$ cat src/design/arc_pkg.sv
// arc_pkg: types, sizes and codes shared by the ASCII radix converter
// depends on nothing; compiled first

package arc_pkg;

   // value width and derived sizes
   localparam int VALUE_WIDTH = 32;
   localparam int BCD_DIGITS  = (VALUE_WIDTH * 30103) / 100000 + 1;
   localparam int HEX_DIGITS  = (VALUE_WIDTH + 3) / 4;
   localparam int SR_WIDTH    = BCD_DIGITS * 4;
   localparam int CNT_WIDTH   = $clog2(VALUE_WIDTH + 1);
   localparam int IDX_WIDTH   = $clog2(VALUE_WIDTH);

   // ascii offsets
   localparam logic [7:0] ASCII_ZERO        = 8'd48;
   localparam logic [7:0] ASCII_NINE        = 8'd57;
   localparam logic [7:0] HEX_LETTER_OFFSET = 8'd87;

   typedef logic [VALUE_WIDTH-1:0] value_type;

   // radix codes, also the command codes of the input item
   typedef enum logic [1:0] {
      RADIX_DEC    = 2'd0,
      RADIX_BIN    = 2'd1,
      RADIX_HEX    = 2'd2,
      RADIX_IGNORE = 2'd3
   } radix_type;

   // conversion sequencer states
   typedef enum logic [1:0] {
      S_IDLE,
      S_BCD,
      S_SKIP,
      S_EMIT
   } conv_state_type;

   // request from the accumulator to the conversion unit
   typedef struct packed {
      logic      go;
      value_type value;
      radix_type first;
      radix_type second;
   } start_type;

endpackage

$ cat src/design/arc_req_if.sv
// arc_req_if: input channel of the radix converter (one character per item)
// depends on nothing

interface arc_req_if;
   logic       valid;
   logic       ready;
   logic [1:0] command;
   logic [7:0] digit_char;
   logic       is_last;

   modport source (output valid, command, digit_char, is_last, input ready);
   modport sink   (input valid, command, digit_char, is_last, output ready);
endinterface

$ cat src/design/arc_rsp_if.sv
// arc_rsp_if: result channel of the radix converter (one digit per item)
// depends on nothing

interface arc_rsp_if;
   logic       valid;
   logic       ready;
   logic [7:0] out_char;
   logic [1:0] out_radix;
   logic       end_of_repr;
   logic       end_of_run;

   modport source (output valid, out_char, out_radix, end_of_repr, end_of_run, input ready);
   modport sink   (input valid, out_char, out_radix, end_of_repr, end_of_run, output ready);
endinterface

$ cat src/design/arc_conv.sv
// arc_conv: sequencer around one shared shift register that builds BCD by
// double dabble, skips leading zeros and emits digits; uses arc_pkg, arc_rsp_if

module arc_conv import arc_pkg::*; (
   input  logic            clock,
   input  logic            reset,
   input  start_type       start,
   output logic            busy,
   arc_rsp_if.source       rsp_bus
);

   conv_state_type          state_ff, state_in;
   value_type               value_ff, value_in;
   logic [SR_WIDTH-1:0]     sr_ff, sr_in;
   logic [CNT_WIDTH-1:0]    rem_ff, rem_in;
   logic [CNT_WIDTH-1:0]    cnt_ff, cnt_in;
   radix_type               radix_ff, radix_in;
   radix_type               second_radix_ff, second_radix_in;
   logic                    second_ff, second_in;

   logic                    rsp_valid_ff, rsp_valid_in;
   logic [7:0]              out_char_ff, out_char_in;
   logic [1:0]              out_radix_ff, out_radix_in;
   logic                    end_of_repr_ff, end_of_repr_in;
   logic                    end_of_run_ff, end_of_run_in;

   logic [3:0]              top_digit;
   logic [SR_WIDTH-1:0]     sr_shifted;
   logic [SR_WIDTH-1:0]     sr_dabbled;
   logic [IDX_WIDTH-1:0]    bit_idx;
   logic                    emit_fire;
   logic                    last_digit;

   // digit register contents for the start of a hex or binary run
   function automatic logic [SR_WIDTH-1:0] load_sr(radix_type r, value_type v);
      logic [SR_WIDTH-1:0] ext;
      ext = SR_WIDTH'(v);
      if (r == RADIX_BIN) begin
         load_sr = ext << (SR_WIDTH - VALUE_WIDTH);
      end else begin
         load_sr = ext << (SR_WIDTH - HEX_DIGITS * 4);
      end
   endfunction

   function automatic logic [CNT_WIDTH-1:0] load_count(radix_type r);
      if (r == RADIX_BIN) begin
         load_count = CNT_WIDTH'(VALUE_WIDTH);
      end else begin
         load_count = CNT_WIDTH'(HEX_DIGITS);
      end
   endfunction

   function automatic logic [7:0] digit_to_ascii(logic [3:0] d);
      if (d < 4'd10) begin
         digit_to_ascii = ASCII_ZERO + {4'b0, d};
      end else begin
         digit_to_ascii = HEX_LETTER_OFFSET + {4'b0, d};
      end
   endfunction

   // shared shift unit: top digit, one-digit shift and dabble step
   always_comb begin
      logic [3:0] nib;
      logic [SR_WIDTH-1:0] adj;
      adj = '0;
      for (int k = 0; k < BCD_DIGITS; k++) begin
         nib = sr_ff[k*4 +: 4];
         adj[k*4 +: 4] = (nib >= 4'd5) ? nib + 4'd3 : nib;
      end
      bit_idx    = IDX_WIDTH'(VALUE_WIDTH - 1) - cnt_ff[IDX_WIDTH-1:0];
      sr_dabbled = {adj[SR_WIDTH-2:0], value_ff[bit_idx]};
      if (radix_ff == RADIX_BIN) begin
         top_digit  = {3'b000, sr_ff[SR_WIDTH-1]};
         sr_shifted = sr_ff << 1;
      end else begin
         top_digit  = sr_ff[SR_WIDTH-1 -: 4];
         sr_shifted = sr_ff << 4;
      end
   end

   assign emit_fire  = (state_ff == S_EMIT) && (!rsp_valid_ff || rsp_bus.ready);
   assign last_digit = (rem_ff == CNT_WIDTH'(1));

   // next state
   always_comb begin
      state_in = state_ff;
      case (state_ff)
         S_IDLE: begin
            if (start.go) begin
               state_in = (start.first == RADIX_DEC) ? S_BCD : S_SKIP;
            end
         end
         S_BCD: begin
            if (cnt_ff == CNT_WIDTH'(VALUE_WIDTH - 1)) begin
               state_in = S_SKIP;
            end
         end
         S_SKIP: begin
            if (last_digit || top_digit != 4'd0) begin
               state_in = S_EMIT;
            end
         end
         S_EMIT: begin
            if (emit_fire && last_digit) begin
               state_in = second_ff ? S_IDLE : S_SKIP;
            end
         end
         default: state_in = S_IDLE;
      endcase
   end

   // datapath and result register
   always_comb begin
      value_in        = value_ff;
      sr_in           = sr_ff;
      rem_in          = rem_ff;
      cnt_in          = cnt_ff;
      radix_in        = radix_ff;
      second_radix_in = second_radix_ff;
      second_in       = second_ff;
      out_char_in     = out_char_ff;
      out_radix_in    = out_radix_ff;
      end_of_repr_in  = end_of_repr_ff;
      end_of_run_in   = end_of_run_ff;
      rsp_valid_in    = rsp_bus.ready ? 1'b0 : rsp_valid_ff;
      case (state_ff)
         S_IDLE: begin
            if (start.go) begin
               value_in        = start.value;
               radix_in        = start.first;
               second_radix_in = start.second;
               second_in       = 1'b0;
               cnt_in          = '0;
               if (start.first == RADIX_DEC) begin
                  sr_in = '0;
               end else begin
                  sr_in  = load_sr(start.first, start.value);
                  rem_in = load_count(start.first);
               end
            end
         end
         S_BCD: begin
            sr_in  = sr_dabbled;
            cnt_in = cnt_ff + CNT_WIDTH'(1);
            rem_in = CNT_WIDTH'(BCD_DIGITS);
         end
         S_SKIP: begin
            if (!(last_digit || top_digit != 4'd0)) begin
               sr_in  = sr_shifted;
               rem_in = rem_ff - CNT_WIDTH'(1);
            end
         end
         S_EMIT: begin
            if (emit_fire) begin
               rsp_valid_in   = 1'b1;
               out_char_in    = digit_to_ascii(top_digit);
               out_radix_in   = radix_ff;
               end_of_repr_in = last_digit;
               end_of_run_in  = last_digit && second_ff;
               sr_in          = sr_shifted;
               rem_in         = rem_ff - CNT_WIDTH'(1);
               if (last_digit && !second_ff) begin
                  radix_in  = second_radix_ff;
                  second_in = 1'b1;
                  sr_in     = load_sr(second_radix_ff, value_ff);
                  rem_in    = load_count(second_radix_ff);
               end
            end
         end
         default: begin
            rsp_valid_in = rsp_valid_ff;
         end
      endcase
   end

   // control registers
   always_ff @(posedge clock) begin
      if (reset) begin
         state_ff     <= S_IDLE;
         rsp_valid_ff <= 1'b0;
      end else begin
         state_ff     <= state_in;
         rsp_valid_ff <= rsp_valid_in;
      end
   end

   // payload registers
   always_ff @(posedge clock) begin
      value_ff        <= value_in;
      sr_ff           <= sr_in;
      rem_ff          <= rem_in;
      cnt_ff          <= cnt_in;
      radix_ff        <= radix_in;
      second_radix_ff <= second_radix_in;
      second_ff       <= second_in;
      out_char_ff     <= out_char_in;
      out_radix_ff    <= out_radix_in;
      end_of_repr_ff  <= end_of_repr_in;
      end_of_run_ff   <= end_of_run_in;
   end

   assign busy                = (state_ff != S_IDLE);
   assign rsp_bus.valid       = rsp_valid_ff;
   assign rsp_bus.out_char    = out_char_ff;
   assign rsp_bus.out_radix   = out_radix_ff;
   assign rsp_bus.end_of_repr = end_of_repr_ff;
   assign rsp_bus.end_of_run  = end_of_run_ff;

   // a new number only starts while the sequencer is free
   a_start_idle: assert property (@(posedge clock) disable iff (reset)
      start.go |-> state_ff == S_IDLE)
      else $error("conversion started while busy");

   // digit count never runs out while scanning or emitting
   a_rem_nonzero: assert property (@(posedge clock) disable iff (reset)
      (state_ff == S_SKIP || state_ff == S_EMIT) |-> rem_ff != '0)
      else $error("digit count reached zero during scan");

   // the final digit of the second run returns the sequencer to idle
   a_run_done: assert property (@(posedge clock) disable iff (reset)
      (emit_fire && last_digit && second_ff) |=> state_ff == S_IDLE)
      else $error("sequencer did not return to idle after last digit");

   // end of run is only flagged on the last digit of a representation
   a_run_repr: assert property (@(posedge clock) disable iff (reset)
      (rsp_valid_ff && end_of_run_ff) |-> end_of_repr_ff)
      else $error("end of run without end of representation");

   // decimal digits leave double dabble as valid BCD at the top
   a_bcd_digit: assert property (@(posedge clock) disable iff (reset)
      (state_ff == S_SKIP && radix_ff == RADIX_DEC) |-> sr_ff[SR_WIDTH-1 -: 4] <= 4'd9)
      else $error("decimal digit out of range");

endmodule

$ cat src/design/ascii_radix_converter.sv
// ascii_radix_converter: top level; digit accumulator and hand-off to the
// conversion sequencer; uses arc_pkg, arc_req_if, arc_rsp_if, arc_conv
//
// Usage: req_bus carries one ASCII character per item, most significant
// first, with command giving its radix (decimal, binary, hex; code three
// ignores the character). Each character is folded into a 32-bit running
// value in the cycle it is accepted, so ordinary characters go in one per
// cycle. The character marked is_last triggers conversion (except with
// code three): hex then binary for decimal input, decimal then hex for
// binary input, decimal then binary for hex input, each without leading
// zeros, one digit per rsp_bus item. When a decimal form is produced,
// double dabble first runs over all 32 value bits; then each form is
// scanned over its digit positions (10 decimal, 8 hex, 32 binary). The
// sequencer holds req_bus.ready low for the whole conversion.
// rsp_bus has an output register: a stalled receiver freezes emission, and
// the next character is taken while the final digit still waits.
// Reset (synchronous) clears the running value and returns to idle.

module ascii_radix_converter import arc_pkg::*; (
   input  logic      clock,
   input  logic      reset,
   arc_req_if.sink   req_bus,
   arc_rsp_if.source rsp_bus
);

   value_type  acc_ff, acc_in;
   value_type  digit_val;
   value_type  scaled;
   value_type  acc_next;
   radix_type  cmd;
   logic       accept;
   logic       busy;
   start_type  start;

   assign cmd    = radix_type'(req_bus.command);
   assign accept = req_bus.valid && req_bus.ready;

   // digit value of the character and the scaled running value
   always_comb begin
      if (cmd == RADIX_HEX &&
          !(req_bus.digit_char >= ASCII_ZERO && req_bus.digit_char <= ASCII_NINE)) begin
         digit_val = value_type'(req_bus.digit_char) - value_type'(HEX_LETTER_OFFSET);
      end else begin
         digit_val = value_type'(req_bus.digit_char) - value_type'(ASCII_ZERO);
      end
      case (cmd)
         RADIX_DEC: scaled = (acc_ff << 3) + (acc_ff << 1);
         RADIX_BIN: scaled = acc_ff << 1;
         RADIX_HEX: scaled = acc_ff << 4;
         default:   scaled = acc_ff;
      endcase
      acc_next = (cmd == RADIX_IGNORE) ? acc_ff : scaled + digit_val;
   end

   // accumulator update and start of conversion
   always_comb begin
      acc_in       = acc_ff;
      start.go     = 1'b0;
      start.value  = acc_next;
      start.first  = (cmd == RADIX_DEC) ? RADIX_HEX : RADIX_DEC;
      start.second = (cmd == RADIX_BIN) ? RADIX_HEX : RADIX_BIN;
      if (accept) begin
         if (req_bus.is_last) begin
            acc_in   = '0;
            start.go = (cmd != RADIX_IGNORE);
         end else begin
            acc_in = acc_next;
         end
      end
   end

   always_ff @(posedge clock) begin
      if (reset) begin
         acc_ff <= '0;
      end else begin
         acc_ff <= acc_in;
      end
   end

   assign req_bus.ready = !busy;

   arc_conv u_conv (
      .clock   (clock),
      .reset   (reset),
      .start   (start),
      .busy    (busy),
      .rsp_bus (rsp_bus)
   );

endmodule
$ cat src/flat_wrapper.sv
// flat-port wrapper written by rule: the top's interface ports become plain ports
module ascii_radix_converter_flat import arc_pkg::*;
  (clock, reset, req_bus_valid, req_bus_command, req_bus_digit_char, req_bus_is_last, req_bus_ready, rsp_bus_valid, rsp_bus_out_char, rsp_bus_out_radix, rsp_bus_end_of_repr, rsp_bus_end_of_run, rsp_bus_ready);
  arc_req_if req_bus_i ();
  arc_rsp_if rsp_bus_i ();
  input  logic clock;
  input  logic reset;
  input wire logic [$bits(req_bus_i.valid)-1:0] req_bus_valid;
  input wire logic [$bits(req_bus_i.command)-1:0] req_bus_command;
  input wire logic [$bits(req_bus_i.digit_char)-1:0] req_bus_digit_char;
  input wire logic [$bits(req_bus_i.is_last)-1:0] req_bus_is_last;
  output wire logic [$bits(req_bus_i.ready)-1:0] req_bus_ready;
  output wire logic [$bits(rsp_bus_i.valid)-1:0] rsp_bus_valid;
  output wire logic [$bits(rsp_bus_i.out_char)-1:0] rsp_bus_out_char;
  output wire logic [$bits(rsp_bus_i.out_radix)-1:0] rsp_bus_out_radix;
  output wire logic [$bits(rsp_bus_i.end_of_repr)-1:0] rsp_bus_end_of_repr;
  output wire logic [$bits(rsp_bus_i.end_of_run)-1:0] rsp_bus_end_of_run;
  input wire logic [$bits(rsp_bus_i.ready)-1:0] rsp_bus_ready;
  assign req_bus_i.valid = req_bus_valid;
  assign req_bus_i.command = req_bus_command;
  assign req_bus_i.digit_char = req_bus_digit_char;
  assign req_bus_i.is_last = req_bus_is_last;
  assign req_bus_ready = req_bus_i.ready;
  assign rsp_bus_valid = rsp_bus_i.valid;
  assign rsp_bus_out_char = rsp_bus_i.out_char;
  assign rsp_bus_out_radix = rsp_bus_i.out_radix;
  assign rsp_bus_end_of_repr = rsp_bus_i.end_of_repr;
  assign rsp_bus_end_of_run = rsp_bus_i.end_of_run;
  assign rsp_bus_i.ready = rsp_bus_ready;
  ascii_radix_converter u_core (.clock(clock), .reset(reset), .req_bus(req_bus_i), .rsp_bus(rsp_bus_i));
endmodule
$ cat config.mk
export PLATFORM = sky130hd
export DESIGN_NAME = ascii_radix_converter_flat
export DESIGN_NICKNAME = d
export VERILOG_FILES = /design/src/design/arc_pkg.sv /design/src/design/arc_req_if.sv /design/src/design/arc_rsp_if.sv /design/src/design/arc_conv.sv /design/src/design/ascii_radix_converter.sv /design/src/flat_wrapper.sv
export SDC_FILE = /design/constraint.sdc
export NUM_CORES = 1
export LEC_CHECK = 0
export BUFFER_PORTS_ARGS = -buffer_cell sky130_fd_sc_hd__buf_4
export CAP_MARGIN = 40
export CORE_UTILIZATION = 37
export CTS_CLUSTER_DIAMETER = 150
export DETAILED_ROUTE_END_ITERATION = 16
export GPL_ROUTABILITY_DRIVEN = 0
export MAX_ROUTING_LAYER = met4
export SETUP_SLACK_MARGIN = 0.1
export SYNTH_ARGS = -nofsm -noshare
export SYNTH_HDL_FRONTEND = slang
export SYNTH_SLANG_ARGS = --single-unit
$ cat constraint.sdc
create_clock -name clock -period 6.7 [get_ports clock]
set_input_delay 0.67 -clock clock [delete_from_list [all_inputs] [get_ports clock]]
set_output_delay 0.67 -clock clock [all_outputs]
set_load 0.05 [all_outputs]
==> results.json, run 1 <==
{
  "p_sw_mw": 1.72,
  "yosys_warnings": 0,
  "swShare": 0.396,
  "hold_depth": 0,
  "synthArstFlopShare": 0,
  "hold_slack_ps": 470,
  "grt-ovfl-total": 0,
  "outcome": "finished clean",
  "syn_nets": 1342,
  "hold_start": "u_core.u_conv.radix_ff[0]$_SDFFCE_PN0P_",
  "r2r-end": "u_core.u_conv.sr_ff[38]$_DFFE_PP_",
  "fmax_mhz": 182,
  "syn2layout_area_growth_pct": 11.3,
  "r2r-start": "u_core.acc_ff[2]$_SDFFE_PP0P_",
  "track_usage": 0.199,
  "die-area_mm2": 0.0314,
  "ys_types": 86,
  "numCtsBuffers": 17,
  "rows": 63,
  "rsz0062_at_grt": "false",
  "cts_root_buffer": "clkbuf_16",
  "worst_setup_path_end_kind": "register",
  "place_area_mm2": 0.0120,
  "cp-start-kind": "register",
  "n_fill_cell": 2908,
  "core_area_mm2": 0.0300,
  "drtAntennaViolNets": 0,
  "synth_edf_count": 100,
  "min_period_over_period": 0.822,
  "comb_power_share": 0.405,
  "drv_cap": 0,
  "postLayoutSetupSlackWorst_ps": 1200,
  "placedCellCount": 1613,
  "route.detailed.drc": 0,
  "fin_area_mm2": 0.0127,
  "wirelength_mm": 29.8,
  "instances_no_fill": 1646,
  "cts_tree": "yes",
  "drtPass1Iterations": 5,
  "num_antenna_cells": 0,
  "cts.clk_slew.worst_paths_ps": 60,
  "path_depth": 22,
  "path_delay_family": "compound AO/OA/AOI/OAI gates",
  "crit_type": "reg2reg",
  "max_slew.worst_pin.slew_ps": 852,
  "max-vdd-ir-drop_mv": 0.190,
  "p_clk_frac": 0.236,
  "ys.flop_type": "edfxtp_1",
  "cts_resized": 0,
  "hold_buffers": 0,
  "clock_skew_ps": 10.0,
  "crit_path_max_fanout": 7,
  "nets": 1350,
  "path_cells": "ha_1, inv_1, fa_1, nand2b_1, a21oi_1, o21ai_2, o211ai_1, a21oi_1, o21bai_1, a21oi_1, xnor2_1, mux4_2, ha_1, nand2_1, nor3_1, and2_1, o211ai_2, o2111ai_2, a31oi_2, mux2i_1, a2111oi_2, o221ai_1",
  "fin_setup_tns_ps": 0,
  "postCtsSetupRepairBufs": 0,
  "power_density_mw_per_mm2": 344,
  "p_seq_frac": 0.359,
  "finalMaxSlewViolations": 0,
  "num_vias": 9475,
  "critPathArrivalTime_ps": 5650,
  "path_buf_inv": 1,
  "period_needed_ps": 5500,
  "synthCells": 1235,
  "wl_per_cell_um": 18.1,
  "grt_pass1_vias": 9038,
  "die_h_um": 177,
  "drtIter0Drc": 768,
  "final_layout_size_suffix_gt1_frac": 0.116,
  "portBuffers": 27,
  "clk_latency_ps": 420,
  "worst-r2r-setup-slack_ps": 1200,
  "synthesis.area_mm2": 0.0114,
  "hold_viol": 0,
  "r2r_cells": 22,
  "dpl_worst_slack_ps": 1230,
  "ios": 29,
  "dpl.hpwl_mm": 22.2,
  "hold_path.class": "reg2reg",
  "worst_path_largest_cell_delay_ps": 550,
  "antenna_found_initial": 0,
  "cp_common_cell": "a21oi_1",
  "finalSetupViolCount": 0,
  "grt_start_max_net_pins": 42,
  "synth.ff_latch_count": 135,
  "htreeDepth": 4,
  "timing.slew.headroom": 0.427,
  "die_w_um": 177,
  "crit_required_ps": 6840,
  "ys_seq_area_frac": 0.326,
  "avgSynthCellArea_um2": 9.21,
  "p_int_mw": 2.62,
  "leakage_nw": 5.03,
  "min_to": "u_core.u_conv.rsp_bus.out_radix[0]$_DFFE_PP_",
  "cpMaxStageDelayCell": "a2111oi_2",
  "grt_first_pass_wirelength_mm": 48.1,
  "clock_path_buffers": 2,
  "cts_sinks": 135,
  "viasPerCell": 5.76,
  "start_util": 0.380
}
metrics by stage:
step	total power, mW	utilization
2_1_floorplan	2.79	-
3_3_place_gp	3.27	0.400
3_5_place_dp	3.32	0.401
4_1_cts	4.35	0.422
5_1_grt	4.62	0.423
6_report	4.35	0.423
cell families (layout without fill, tap and decap cells):
kind of cell	after synthesis	in the layout	share of synthesized area
mux	59	59	0.0924
compound gates	388	388	0.232
simple gates	379	379	0.152
buf+inv	104	125	0.0361
xor+xnor	76	76	0.0585
flops	135	135	0.326
fa+ha+maj	92	92	0.103
other cells	2	2	0.000661
cell type report:
cell class              instances  area (µm²)  share of cell area
flip-flops and latches        135        3700               0.293
repair buffers                 46         363              0.0287
multi-input cells             996        7290               0.576
clock buffers                  20         437              0.0345
inverters                      47         176              0.0139
well taps                     390         488              0.0386
clock inverters                12         200              0.0158
routing by layer:
layer	wire (µm)	GRT usage
met4	363	0.0534
met5	0	-
met1	14300	0.275
met2	13700	0.310
met3	1450	0.0199
cells in the final DEF (no fill, tap or decap), types with 5 or more instances in the layout:
cell type,count
nand2_1,134
a21oi_1,110
nor2_1,110
edfxtp_1,100
ha_1,90
o21ai_0,71
inv_1,47
xnor2_1,47
buf_4,44
mux4_2,36
dfxtp_1,35
nor3_1,30
a21o_1,29
xor2_1,29
a22oi_1,29
nand2b_1,24
o211ai_1,20
nand3_1,19
mux2i_1,18
clkbuf_16,17
o21a_1,14
a221o_1,14
a221oi_1,11
and2_1,9
nor2b_1,9
and3_1,8
or3_1,8
o221ai_1,8
a22o_1,8
o21ai_1,7
o21bai_1,6
nand4_1,5
nand3b_1,5
nor3b_1,5
bufinv_16,5
Yosys cell counts (all sizes together) (4+ instances only):
cell,count,share of area
nand4,5,0.0028
mux4,36,0.071
a31oi,5,0.0046
o21ai,80,0.036
nor3b,5,0.0033
o21a,14,0.0092
mux2,5,0.0053
ha,90,0.099
o211ai,21,0.014
buf,10,0.0048
clkbuf,47,0.016
dfxtp,35,0.062
a221o,14,0.012
a211oi,5,0.0037
nand2b,24,0.013
a21o,32,0.021
o21bai,7,0.0050
a22oi,29,0.019
edfxtp,100,0.26
a22o,9,0.0070
a41oi,4,0.0031
nand3b,5,0.0033
a21oi,114,0.052
inv,47,0.016
mux2i,18,0.016
nor3,32,0.014
a221oi,11,0.0085
xor2,29,0.022
and2,10,0.0056
nand3,19,0.0084
xnor2,47,0.036
and3,8,0.0044
o31ai,5,0.0033
o221ai,8,0.0062
nor2,111,0.037
or3,8,0.0044
nand2,134,0.044
nor2b,11,0.0061
worst reg2reg max path, delay by kind of cell, from the launching register on:
family	cells	cell delay [ps]
AO/OA/AOI/OAI	11	2060
adder cells (fa/ha/maj)	3	1090
AND/OR/NAND/NOR	4	790
multiplexers	2	610
flip-flops	1	450
XOR/XNOR	1	130
buffers and inverters	1	80
how the worst max path moves through the flow:
stage                                                 from                                end  slack (ps)
floorplan           u_core.u_conv.state_ff[1]$_SDFFE_PP0P_  u_core.u_conv.rem_ff[0]$_DFFE_PP_        1120
global placement             u_core.acc_ff[2]$_SDFFE_PP0P_  u_core.u_conv.sr_ff[39]$_DFFE_PP_        1400
detailed placement           u_core.acc_ff[2]$_SDFFE_PP0P_  u_core.u_conv.sr_ff[38]$_DFFE_PP_        1230
CTS                          u_core.acc_ff[2]$_SDFFE_PP0P_  u_core.u_conv.sr_ff[38]$_DFFE_PP_        1200
global route                 u_core.acc_ff[2]$_SDFFE_PP0P_  u_core.u_conv.sr_ff[38]$_DFFE_PP_         740
finish                       u_core.acc_ff[2]$_SDFFE_PP0P_  u_core.u_conv.sr_ff[38]$_DFFE_PP_        1200
flip-flops by register name (all words and copies together) (netlist names), 2 cells and up:
register and count:
u_core.acc_ff 32, u_core.u_conv.cnt_ff 6, u_core.u_conv.radix_ff 2, u_core.u_conv.rem_ff 6
u_core.u_conv.rsp_bus.out_char 7, u_core.u_conv.rsp_bus.out_radix 2, u_core.u_conv.second_radix_ff 2, u_core.u_conv.sr_ff 40
u_core.u_conv.state_ff 2, u_core.u_conv.value_ff 32
power by group through the flow:
stage          clock network (mW)  logic, mW  registers, mW
4_1_cts                      1.04       1.76           1.56
6_report                     1.02       1.76           1.56
2_1_floorplan                   0       1.34           1.46
5_1_grt                      1.07       1.95           1.60
3_3_place_gp                    0       1.70           1.57
3_5_place_dp                    0       1.75           1.57
(Power assumes the default switching activity.)
==> run 2: changes to the inputs <==
- ABC_AREA: default -> 1
- clock period: 6.7 -> 5.1 ns (I/O delays scaled with it)
==> results.json, run 2 <==
{
  "dpl.hpwl_mm": 26.1,
  "cp_common_cell": "nand2_1",
  "postCtsSetupRepairBufs": 0,
  "grt_util_met3": 0.0255,
  "antenna_found_initial": 0,
  "synthTopCellsByArea": "edfxtp_1 25%, nand2_1 11%, ha_1 9.4%",
  "finalMaxSlewViolations": 0,
  "yosys.area.top_type": "edfxtp_1",
  "ys_types": 61,
  "crit_required_ps": 5280,
  "max-vdd-ir-drop_mv": 0.272,
  "critPathArrivalTime_ps": 4540,
  "largest_reg_flops": 40,
  "cts_tree": "yes",
  "cp-startpoint": "u_core.acc_ff[2]$_SDFFE_PP0P_",
  "worst_setup_path_end_kind": "register",
  "reg.largest.list": "u_core.u_conv.sr_ff (40), u_core.acc_ff (32), u_core.u_conv.value_ff (32)",
  "drtIter0Drc": 959,
  "ios": 29,
  "synth_most_common_cell": "nand2_1",
  "top_register": "u_core.u_conv.sr_ff",
  "leakage_nw": 5.70,
  "hold_buffers": 0,
  "cts_resized": 0,
  "dpl_worst_slack_ps": 599,
  "clock_path_buffers": 2,
  "cpMaxStageDelayCell": "dfxtp_1",
  "grt_use_met1": 0.298,
  "power_density_mw_per_mm2": 466,
  "finalSetupViolCount": 0,
  "nets": 1793,
  "crit_type": "reg2reg",
  "htreeDepth": 4,
  "cts.clk_slew.worst_paths_ps": 60,
  "ys_seq_area_frac": 0.310,
  "start_util": 0.378,
  "synth_top_area_frac": 0.251,
  "grt-ovfl-total": 0,
  "route.detailed.drc": 0,
  "die_h_um": 182,
  "hold_start": "rsp_bus_ready",
  "rsz0062_at_grt": "false",
  "clk_latency_ps": 430,
  "avgSynthCellArea_um2": 7.12,
  "outcome": "finished clean",
  "grt-busiest-layer": "met2",
  "cp-start-kind": "register",
  "grt_pass1_vias": 10673,
  "clock_skew_ps": 11.3,
  "yosys_warnings": 0,
  "num_vias": 11290,
  "worst_path_largest_cell_delay_ps": 480,
  "fmax_mhz": 229,
  "synthArstFlopShare": 0,
  "drtPass1Iterations": 5,
  "grt_start_max_net_pins": 62,
  "drtAntennaViolNets": 0,
  "wl_per_cell_um": 16.3,
  "postLayoutSetupSlackWorst_ps": 738,
  "hold_viol": 0,
  "timing.slew.headroom": 0.401,
  "syn_nets": 1785,
  "crit_path_max_fanout": 6,
  "period_needed_ps": 4360,
  "n_fill_cell": 3265,
  "final_layout_size_suffix_gt1_frac": 0.0948,
  "viasPerCell": 5.37,
  "die_w_um": 182,
  "synthesis.area_mm2": 0.0120,
  "fin_setup_tns_ps": 0,
  "syn2layout_area_growth_pct": 9.76,
  "cts_sinks": 135,
  "core_area_mm2": 0.0316,
  "hold_path.class": "in2reg",
  "portBuffers": 27,
  "rows": 65,
  "layout_commonest_cell": "nand2_1",
  "min_period_over_period": 0.855,
  "track_usage": 0.216,
  "use_met2": 0.337,
  "ys.flop_type": "edfxtp_1",
  "synthCells": 1678,
  "r2r-start": "u_core.acc_ff[2]$_SDFFE_PP0P_",
  "die-area_mm2": 0.0330,
  "netlist_top_cells_count": "360 x nand2_1, 214 x inv_1, 165 x o21ai_0",
  "grt_first_pass_wirelength_mm": 55.6,
  "numCtsBuffers": 17,
  "drv_cap": 0,
  "final_cell_mix": "359 x nand2_1, 214 x inv_1, 165 x o21ai_0",
  "cts_root_buffer": "clkbuf_16",
  "synth_edf_count": 100,
  "synth.ff_latch_count": 135,
  "num_antenna_cells": 0,
  "wirelength_mm": 34.2,
  "max_slew.worst_pin.slew_ps": 897
}
==> run 2: changes by cell type in the layout (fill, tap and decap cells not counted), sizes merged, moves of 33 or more <==
cell / delta
a21oi: +37
inv: +182
mux4: -36
nand2: +248
nand3: +51
nor2: +45
o21ai: +112
xnor2: -33
==> run 2: stage by stage <==
stage	instance area, µm²	power [mW]	std cells	utilization	hold slack, ps
floorplan	12000	4.05	1678	-	426
global placement	12500	4.82	2067	0.396	436
detailed placement	12500	4.87	2069	0.397	450
CTS	13100	6.11	2101	0.415	377
global route	13100	6.59	2101	0.415	463
finish	13100	6.12	2101	0.415	390
==> run 2: kinds of logic after synthesis <==
kind of cell	synth area share
AO/OA/AOI/OAI	0.236
AND/OR/NAND/NOR	0.233
flip-flops	0.310
other	0.000628
buffers and inverters	0.0937
adder cells (fa/ha/maj)	0.0976
XOR/XNOR	0.0293
==> run 2: final cells by class <==
| type | count | area, µm² | share of cell area |
|---|---|---|---|
| Clock inverter | 15 | 150 | 0.0114 |
| Multi-Input combinational cell | 1261 | 7160 | 0.545 |
| Tap cell | 402 | 503 | 0.0383 |
| Clock buffer | 17 | 425 | 0.0324 |
| Inverter | 229 | 860 | 0.0655 |
| Sequential cell | 135 | 3700 | 0.282 |
| Timing Repair Buffer | 42 | 323 | 0.0246 |
==> run 2: layer usage <==
layer	wire length, µm	vias to the layer above
li1	-	5745
met5	0	-
met1	16900	5231
met4	435	0
met3	1680	28
met2	15300	286
==> run 2: path summary, 6_finish.rpt <==
check                           depth (start not counted)  slack (ps)                                endpoint
worst min-delay path                                    4         390  u_core.u_conv.rsp_bus.valid$_SDFF_PP0_
worst max-delay path                                   26         740    u_core.u_conv.value_ff[30]$_DFFE_PP_
worst min register to register                          2         460          u_core.acc_ff[31]$_SDFFE_PP0P_
worst max register to register                         26         740    u_core.u_conv.value_ff[30]$_DFFE_PP_
==> run 2: worst max-delay path, delay by kind of cell, from the launching register on <==
family,cells,cell delay (ps)
fa+ha+maj,3,970
flops,1,480
buf+inv,4,260
compound gates,7,1210
simple gates,12,1200
==> run 2: power by group <==
group | internal (mW) | switching, mW
sequential | 1.69 | 0.391
combinational | 0.896 | 1.92
clock | 0.720 | 0.507
